**config.mk**
```make
export PLATFORM = sky130hd
export DESIGN_NAME = ordered_record_list
export DESIGN_NICKNAME = d
export VERILOG_FILES = /design/src/sv/orl_pkg.sv /design/src/sv/orl_ram.sv /design/src/sv/ordered_record_list.sv
export SDC_FILE = /design/constraint.sdc
export NUM_CORES = 2
export LEC_CHECK = 0
export BUFFER_PORTS_ARGS = -buffer_cell sky130_fd_sc_hd__buf_2
export CORE_MARGIN = 2
export CORE_UTILIZATION = 60
export DETAILED_ROUTE_END_ITERATION = 16
export GPL_TIMING_DRIVEN = 0
export HOLD_SLACK_MARGIN = 0.06
export MAX_ROUTING_LAYER = met4
export PLACE_DENSITY = 0.77
export SYNTH_ARGS = -nofsm -noshare
export SYNTH_HDL_FRONTEND = slang
export SYNTH_SLANG_ARGS = --single-unit
```
**constraint.sdc**
```tcl
create_clock -name clk_i -period 14.4 [get_ports clk_i]
set_clock_uncertainty 0.1 [all_clocks]
set_input_delay 1.44 -clock clk_i [delete_from_list [all_inputs] [get_ports clk_i]]
set_output_delay 1.44 -clock clk_i [all_outputs]
set_load 0.01 [all_outputs]
```
**src/sv/orl_pkg.sv**
```systemverilog
// ----------------------------------------------------------------------------
// orl_pkg
// Shared types and constants of the ordered record list.
// ----------------------------------------------------------------------------
`default_nettype none

package orl_pkg;

  localparam int unsigned CAPACITY_DEF  = 16;
  localparam int unsigned NAME_BITS_DEF = 64;

  localparam int unsigned POS_W   = 5;
  localparam int unsigned KEY_W   = 64;
  localparam int unsigned DAY_W   = 5;
  localparam int unsigned MONTH_W = 4;
  localparam int unsigned YEAR_W  = 16;
  localparam int unsigned DATE_W  = DAY_W + MONTH_W + YEAR_W;
  localparam int unsigned FIDX_W  = 4;
  localparam int unsigned ECNT_W  = 5;

  typedef enum logic [1:0] {
    ACT_INSERT = 2'd0,
    ACT_REMOVE = 2'd1,
    ACT_SEARCH = 2'd2
  } action_e;

  typedef enum logic [2:0] {
    ST_OK       = 3'd0,
    ST_EMPTY    = 3'd1,
    ST_FULL     = 3'd2,
    ST_RANGE    = 3'd3,
    ST_NOTFOUND = 3'd4
  } status_e;

endpackage

`default_nettype wire

```
**src/sv/orl_ram.sv**
```systemverilog
// ----------------------------------------------------------------------------
// orl_ram
// Generic single-clock RAM, one write port, one read port, registered read.
// ----------------------------------------------------------------------------
`default_nettype none

module orl_ram #(
  parameter int unsigned WIDTH = 8,
  parameter int unsigned DEPTH = 16,
  localparam int unsigned AW   = (DEPTH > 1) ? $clog2(DEPTH) : 1
) (
  input  wire logic             clk_i,
  input  wire logic             we_i,
  input  wire logic [AW-1:0]    waddr_i,
  input  wire logic [WIDTH-1:0] wdata_i,
  input  wire logic             re_i,
  input  wire logic [AW-1:0]    raddr_i,
  output logic      [WIDTH-1:0] rdata_o
);

  logic [WIDTH-1:0] mem [DEPTH];

  always_ff @(posedge clk_i) begin
    if (we_i) begin
      mem[waddr_i] <= wdata_i;
    end
    if (re_i) begin
      rdata_o <= mem[raddr_i];
    end
  end

endmodule

`default_nettype wire

```
**src/sv/ordered_record_list.sv**
```systemverilog
// ----------------------------------------------------------------------------
// ordered_record_list
// Fixed-capacity ordered list of name/date records with insert, remove and
// search, walked through one record RAM by a read-modify-write sequencer.
// ----------------------------------------------------------------------------
// Rejects and removal of the last entry answer straight from idle, an append
//   goes through S_PLACE; other inserts and removes walk S_WALK to move entries,
//   inserts then S_PLACE; search walks from index 0 to a match or the last entry.
// One request at a time, walked through the one read and one write port of the
//   record RAM; start_i is taken only in idle, and busy_o drops as done_o rises.
// Reset clears the entry count and result registers; record storage is not cleared.
// ----------------------------------------------------------------------------
`default_nettype none

module ordered_record_list
  import orl_pkg::*;
#(
  parameter int unsigned CAPACITY  = CAPACITY_DEF,
  parameter int unsigned NAME_BITS = NAME_BITS_DEF
) (
  input  wire logic               clk_i,
  input  wire logic               rst_ni,
  input  wire logic               start_i,
  output logic                    busy_o,
  input  wire logic [1:0]         action_i,
  input  wire logic [POS_W-1:0]   position_i,
  input  wire logic [KEY_W-1:0]   name_key_i,
  input  wire logic [DAY_W-1:0]   day_i,
  input  wire logic [MONTH_W-1:0] month_i,
  input  wire logic [YEAR_W-1:0]  year_i,
  output logic                    done_o,
  output logic [2:0]              status_o,
  output logic [FIDX_W-1:0]       found_index_o,
  output logic [KEY_W-1:0]        found_name_o,
  output logic [DAY_W-1:0]        found_day_o,
  output logic [MONTH_W-1:0]      found_month_o,
  output logic [YEAR_W-1:0]       found_year_o,
  output logic [ECNT_W-1:0]       entry_count_o
);

  localparam int unsigned IDX_W = $clog2(CAPACITY);
  localparam int unsigned CNT_W = $clog2(CAPACITY + 1);
  localparam int unsigned CMP_W = (CNT_W > POS_W) ? CNT_W : POS_W;
  localparam int unsigned ENT_W = NAME_BITS + DATE_W;

  typedef enum logic [1:0] {
    S_IDLE,
    S_WALK,
    S_PLACE
  } state_e;

  state_e                 state_q;
  action_e                op_q;
  logic [CNT_W-1:0]       count_q;
  logic [IDX_W-1:0]       ptr_q;
  logic [IDX_W-1:0]       end_q;
  logic                   iss_q;
  logic                   rv_q;
  logic [IDX_W-1:0]       rv_addr_q;
  logic [IDX_W-1:0]       pos_q;
  logic [NAME_BITS-1:0]   key_q;
  logic [DATE_W-1:0]      date_q;
  logic                   done_q;
  status_e                status_q;
  logic [FIDX_W-1:0]      fidx_q;
  logic [KEY_W-1:0]       fname_q;
  logic [DATE_W-1:0]      fdate_q;

  logic                   ram_we;
  logic [IDX_W-1:0]       ram_wa;
  logic [ENT_W-1:0]       ram_wd;
  logic                   ram_re;
  logic [IDX_W-1:0]       ram_ra;
  logic [ENT_W-1:0]       ram_rd;

  logic [CMP_W-1:0]       pos_ext;
  logic [CMP_W-1:0]       cnt_ext;
  logic [NAME_BITS-1:0]   rd_name;
  logic [DATE_W-1:0]      rd_date;
  logic                   rd_last;
  logic                   hit;

  assign pos_ext = CMP_W'(position_i);
  assign cnt_ext = CMP_W'(count_q);
  assign rd_name = ram_rd[ENT_W-1:DATE_W];
  assign rd_date = ram_rd[DATE_W-1:0];
  assign rd_last = (rv_addr_q == end_q);
  assign hit     = (rd_name == key_q);

  orl_ram #(
    .WIDTH (ENT_W),
    .DEPTH (CAPACITY)
  ) u_store (
    .clk_i   (clk_i),
    .we_i    (ram_we),
    .waddr_i (ram_wa),
    .wdata_i (ram_wd),
    .re_i    (ram_re),
    .raddr_i (ram_ra),
    .rdata_o (ram_rd)
  );

  always_comb begin
    ram_we = 1'b0;
    ram_wa = pos_q;
    ram_wd = {key_q, date_q};
    ram_re = 1'b0;
    ram_ra = ptr_q;
    unique case (state_q)
      S_WALK: begin
        ram_re = iss_q;
        if (rv_q && (op_q != ACT_SEARCH)) begin
          ram_we = 1'b1;
          ram_wd = ram_rd;
          ram_wa = (op_q == ACT_INSERT) ? rv_addr_q + 1'b1 : rv_addr_q - 1'b1;
        end
      end
      S_PLACE: begin
        ram_we = 1'b1;
      end
      default: begin
      end
    endcase
  end

  always_ff @(posedge clk_i or negedge rst_ni) begin
    if (!rst_ni) begin
      state_q   <= S_IDLE;
      count_q   <= '0;
      iss_q     <= 1'b0;
      rv_q      <= 1'b0;
      done_q    <= 1'b0;
      op_q      <= ACT_INSERT;
      ptr_q     <= '0;
      end_q     <= '0;
      rv_addr_q <= '0;
      pos_q     <= '0;
      key_q     <= '0;
      date_q    <= '0;
      status_q  <= ST_OK;
      fidx_q    <= '0;
      fname_q   <= '0;
      fdate_q   <= '0;
    end else begin
      done_q <= 1'b0;
      unique case (state_q)
        S_IDLE: begin
          iss_q <= 1'b0;
          rv_q  <= 1'b0;
          if (start_i) begin
            op_q    <= action_e'(action_i);
            pos_q   <= IDX_W'(position_i);
            key_q   <= name_key_i[NAME_BITS-1:0];
            date_q  <= {year_i, month_i, day_i};
            fidx_q  <= '0;
            fname_q <= '0;
            fdate_q <= '0;
            unique case (action_e'(action_i))
              ACT_INSERT: begin
                if (cnt_ext == CMP_W'(CAPACITY)) begin
                  done_q   <= 1'b1;
                  status_q <= ST_FULL;
                end else if (pos_ext > cnt_ext) begin
                  done_q   <= 1'b1;
                  status_q <= ST_RANGE;
                end else if (pos_ext == cnt_ext) begin
                  state_q <= S_PLACE;
                end else begin
                  state_q <= S_WALK;
                  ptr_q   <= IDX_W'(count_q - 1'b1);
                  end_q   <= IDX_W'(position_i);
                  iss_q   <= 1'b1;
                end
              end
              ACT_REMOVE: begin
                if (count_q == '0) begin
                  done_q   <= 1'b1;
                  status_q <= ST_EMPTY;
                end else if (pos_ext >= cnt_ext) begin
                  done_q   <= 1'b1;
                  status_q <= ST_RANGE;
                end else if (pos_ext + 1'b1 == cnt_ext) begin
                  done_q   <= 1'b1;
                  status_q <= ST_OK;
                  count_q  <= count_q - 1'b1;
                end else begin
                  state_q <= S_WALK;
                  ptr_q   <= IDX_W'(pos_ext + 1'b1);
                  end_q   <= IDX_W'(count_q - 1'b1);
                  iss_q   <= 1'b1;
                end
              end
              ACT_SEARCH: begin
                if (count_q == '0) begin
                  done_q   <= 1'b1;
                  status_q <= ST_EMPTY;
                end else begin
                  state_q <= S_WALK;
                  ptr_q   <= '0;
                  end_q   <= IDX_W'(count_q - 1'b1);
                  iss_q   <= 1'b1;
                end
              end
              default: begin
                done_q   <= 1'b1;
                status_q <= ST_RANGE;
              end
            endcase
          end
        end
        S_WALK: begin
          rv_q      <= iss_q;
          rv_addr_q <= ptr_q;
          if (iss_q) begin
            if (ptr_q == end_q) begin
              iss_q <= 1'b0;
            end else if (op_q == ACT_INSERT) begin
              ptr_q <= ptr_q - 1'b1;
            end else begin
              ptr_q <= ptr_q + 1'b1;
            end
          end
          if (rv_q) begin
            priority if (op_q == ACT_SEARCH && hit) begin
              state_q  <= S_IDLE;
              done_q   <= 1'b1;
              status_q <= ST_OK;
              fidx_q   <= FIDX_W'(rv_addr_q);
              fname_q  <= KEY_W'(rd_name);
              fdate_q  <= rd_date;
            end else if (rd_last) begin
              unique case (op_q)
                ACT_INSERT: begin
                  state_q <= S_PLACE;
                end
                ACT_REMOVE: begin
                  state_q  <= S_IDLE;
                  done_q   <= 1'b1;
                  status_q <= ST_OK;
                  count_q  <= count_q - 1'b1;
                end
                default: begin
                  state_q  <= S_IDLE;
                  done_q   <= 1'b1;
                  status_q <= ST_NOTFOUND;
                end
              endcase
            end else begin
            end
          end
        end
        S_PLACE: begin
          state_q  <= S_IDLE;
          done_q   <= 1'b1;
          status_q <= ST_OK;
          count_q  <= count_q + 1'b1;
        end
        default: begin
          state_q <= S_IDLE;
        end
      endcase
    end
  end

  assign busy_o        = (state_q != S_IDLE);
  assign done_o        = done_q;
  assign status_o      = status_q;
  assign found_index_o = fidx_q;
  assign found_name_o  = fname_q;
  assign found_day_o   = fdate_q[DAY_W-1:0];
  assign found_month_o = fdate_q[DAY_W+MONTH_W-1:DAY_W];
  assign found_year_o  = fdate_q[DATE_W-1:DAY_W+MONTH_W];
  assign entry_count_o = ECNT_W'(count_q);

  a_count_bound: assert property (@(posedge clk_i) disable iff (!rst_ni)
    count_q <= CNT_W'(CAPACITY))
    else $error("entry count above capacity");

  a_read_in_list: assert property (@(posedge clk_i) disable iff (!rst_ni)
    ram_re |-> (CNT_W'(ram_ra) < count_q))
    else $error("read beyond stored entries");

  a_write_in_list: assert property (@(posedge clk_i) disable iff (!rst_ni)
    ram_we |-> (CNT_W'(ram_wa) <= count_q))
    else $error("write beyond list end");

  a_count_with_done: assert property (@(posedge clk_i) disable iff (!rst_ni)
    (count_q != $past(count_q)) |-> done_q)
    else $error("entry count changed without a result");

endmodule

`default_nettype wire

```
==> metrics.md <==
| Metric | Value |
|---|---|
| Slew @ Worst Pin | `1.602 ns` |
| Setup TNS | `0 ns` |
| Cells after Synth | `3,197` |
| Worst Setup Path Type | `reg2reg` |
| Number of post-CTS setup repair buffers | `0` |
| CP Data Arrival Time | `5.93 ns` |
| Root buffer cell | `clkbuf_16` |
| Most frequent cells in the layout | `1,513 x edfxtp_1, 445 x mux4_2, 226 x nand2_1, 224 x buf_2, 213 x dfrtp_1` |
| Vias in the first global route | `36,120` |
| Via density per instance | `6.841` |
| Reg power frac | `0.441` |
| Final setup margin | `8.829 ns` |
| Switch Pwr | `4836 uW` |
| Startpoint types | `register` |
| Clock Tree Buf Depth | `3` |
| Share of cells above drive strength 1 | `0.3185` |
| YS warnings | `0` |
| GRT Residual Overflow | `0` |
| Worst skew pair latency | `0.78 ns` |
| Post-CTS Hold Fix Bufs | `0` |
| H-tree depth | `4` |
| Die Wd | `339.3 um` |
| Switch share | `0.3067` |
| Clk pwr share | `0.274` |
| Core area | `112,000 um2` |
| Number of port buffers | `201` |
| Flops & latches, synth | `1,726` |
| Final Non-Filler Cells | `5,292` |
| Mean post-synth cell area | `21.10 um2` |
| CTS clk-pin slew, worst paths | `0.06 ns` |
| Commonest non-fill, non-tap cell in the layout | `edfxtp_1` |
| Crit Path Max Fanout | `20` |
| Tcrit/Tclk final | `0.3868` |
| Cell-internal power | `10,930 uW` |
| Reg-to-reg slack, setup | `8.83 ns` |
| DIE AREA | `115,100 um2` |
| Unrepaired setup endpoints after global routing | `false` |
| Pwr/cell area | `203.3 nW/um2` |
| Final ANT Viol Nets | `0` |
| Max-cap violations | `1` |
| CTS Sinks | `1,726` |
| Seq/Total Area, Yosys | `0.7526` |
| Area Growth Syn to Fin | `15.01%` |
| Hpwl dp | `113,800 um` |
| Number of synthesized flops with an enable pin | `1,513` |
| Netlist cell types | `61` |
| Final setup vio count | `0` |
| Area of the mapped netlist | `67,450 um2` |
| Slew Viols, Final | `11` |
| Leading area contributor after synthesis | `edfxtp_1` |
| Top cells by area, synth | `edfxtp_1 67%, mux4_2 15%, dfrtp_1 7.9%` |
| Final hold viol count | `0` |
| Dpl ws | `9.164 ns` |
| CTS Buf Count | `165` |
| Syn nets | `3,320` |
| CTS tree | `done` |
| Primary FF master, synth | `edfxtp_1` |
| Hold crit path type | `reg2reg` |
| Gr usage total | `0.3349` |
| Leak | `0.02560 uW` |
| Initial antenna violation count | `5` |
| TritonRoute pass-1 iters | `8` |
| Slew HR | `-0.06833` |
| Placed insts | `4,975` |
| Fmax | `179.5 MHz` |
| Worst IR Drop VDD | `137.8 uV` |
| Asr flop ratio synth | `0.1234` |
| DRC Markers | `0` |
| Global-route wire length before repair | `261,300 um` |
| Combinational fraction of design power | `0.285` |
| Routed via count | `36,210` |
| Final Wtd Congestion | `0.9255` |
| Outcome | `finished with violations` |
| Nets | `3,766` |
| IO Pins | `202` |
| Largest net degree at the start of global routing | `78` |
| Top cell type's share of synthesized area | `0.6736` |
| Core Rows | `123` |
| CP endpoint kind | `register` |
| Routed WL | `184,700 um` |
| Die H | `339.3 um` |
| Failing checks | `max-capacitance violations, max-slew violations` |
| CTS resizes | `0` |
| Final Critical Period | `5.571 ns` |
| DR iter-0 viols | `6,379` |
| CP required | `14.76 ns` |
| Initial core utilization | `0.6021` |
| DR WL/cell | `34.91 um` |
## critical path, cell delays in order, from the launching register on
cell	delay (ns)
dfrtp_1	0.40
inv_1	0.12
ha_1	0.15
buf_2	0.23
nand2_1	0.08
nor2_1	1.04
clkbuf_1	0.67
mux2i_1	0.37
nand3_1	0.40
nor2_4	0.87
buf_12	0.29
buf_12	0.22
buf_12	0.22
## flip-flops by register name, summed over array words and instances (netlist names), 5 cells and up
| signal | cells |
|---|---|
| u_store.mem | 1424 |
| u_store.rdata_o | 89 |
| found_name_o | 64 |
| key_q | 64 |
| date_q | 25 |
| fdate_q | 25 |
| entry_count_o | 5 |
## synthesized netlist by cell type (31+ instances only)
cell	number
clkbuf_1	91
buf_1	44
mux4_2	445
xnor2_1	73
o21ai_1	76
nand2b_1	31
dfrtp_1	213
nand4_1	31
edfxtp_1	1513
nand2_1	226
o21ai_0	38
mux2_2	185
## power groups by stage
stage / sequential, uW / combinational, uW / clock, uW
after global routing: 6980 / 4700 / 4520
after floorplan: 6900 / 2920 / 0
after detailed placement: 7030 / 4380 / 0
after CTS: 6940 / 4440 / 4340
final: 6960 / 4500 / 4310
after global placement: 7090 / 4170 / 0
## cell families after synthesis
| family | synth area share |
|---|---|
| adders and majority gates | 0.004674 |
| DFF | 0.7526 |
| muxes | 0.1817 |
| AOI/OAI and AO/OA | 0.01477 |
| buffers and inverters | 0.01096 |
| and+or+nand+nor | 0.02513 |
| xor gates and xnor gates | 0.01013 |
## final timing paths
path	cells past startpoint	start	to
worst max-delay path	12	state_q[1]	u_store.mem[9][55]
worst max register to register	12	state_q[1]	u_store.mem[9][55]
max in group asynchronous	3	rst_ni	date_q[13]
worst min register to register	2	u_store.rdata_o[1]	fdate_q[1]
worst min-delay path	2	u_store.rdata_o[1]	fdate_q[1]
min in group asynchronous	1	rst_ni	key_q[43]
## metrics by stage
step                      instance area (um2)  power (uW)    util  hold WS (ns)
after CTS                               77550       15720  0.6922        0.3848
after global routing                    77570       16200  0.6924        0.4301
after global placement                  70340       11260  0.6278        0.3682
after floorplan                         67450        9828       -        0.3457
after detailed placement                72150       11410  0.6440        0.3762
final                                   77580       15770  0.6924        0.3855
## area by class of cell
cell class,instances,area (um2)
repair buffers,279,2715
inverters,20,75.07
plain buffers,164,668.1
fillers,6600,34460
multi-input cells,1287,16070
clock buffers,253,4867
diodes,5,12.51
clock inverters,58,529.3
flip-flops and latches,1726,50760
well taps,1500,1877
## per-layer routing
layer | vias to the layer above | GRT usage | share of wire
met5 | - | - | 0
met4 | 0 | 0.1457 | 0.046
met3 | 459 | 0.07841 | 0.13
met2 | 3032 | 0.5039 | 0.48
met1 | 18740 | 0.4460 | 0.35
li1 | 13970 | - | -
Note: power is estimated with default switching activity, not from simulation.
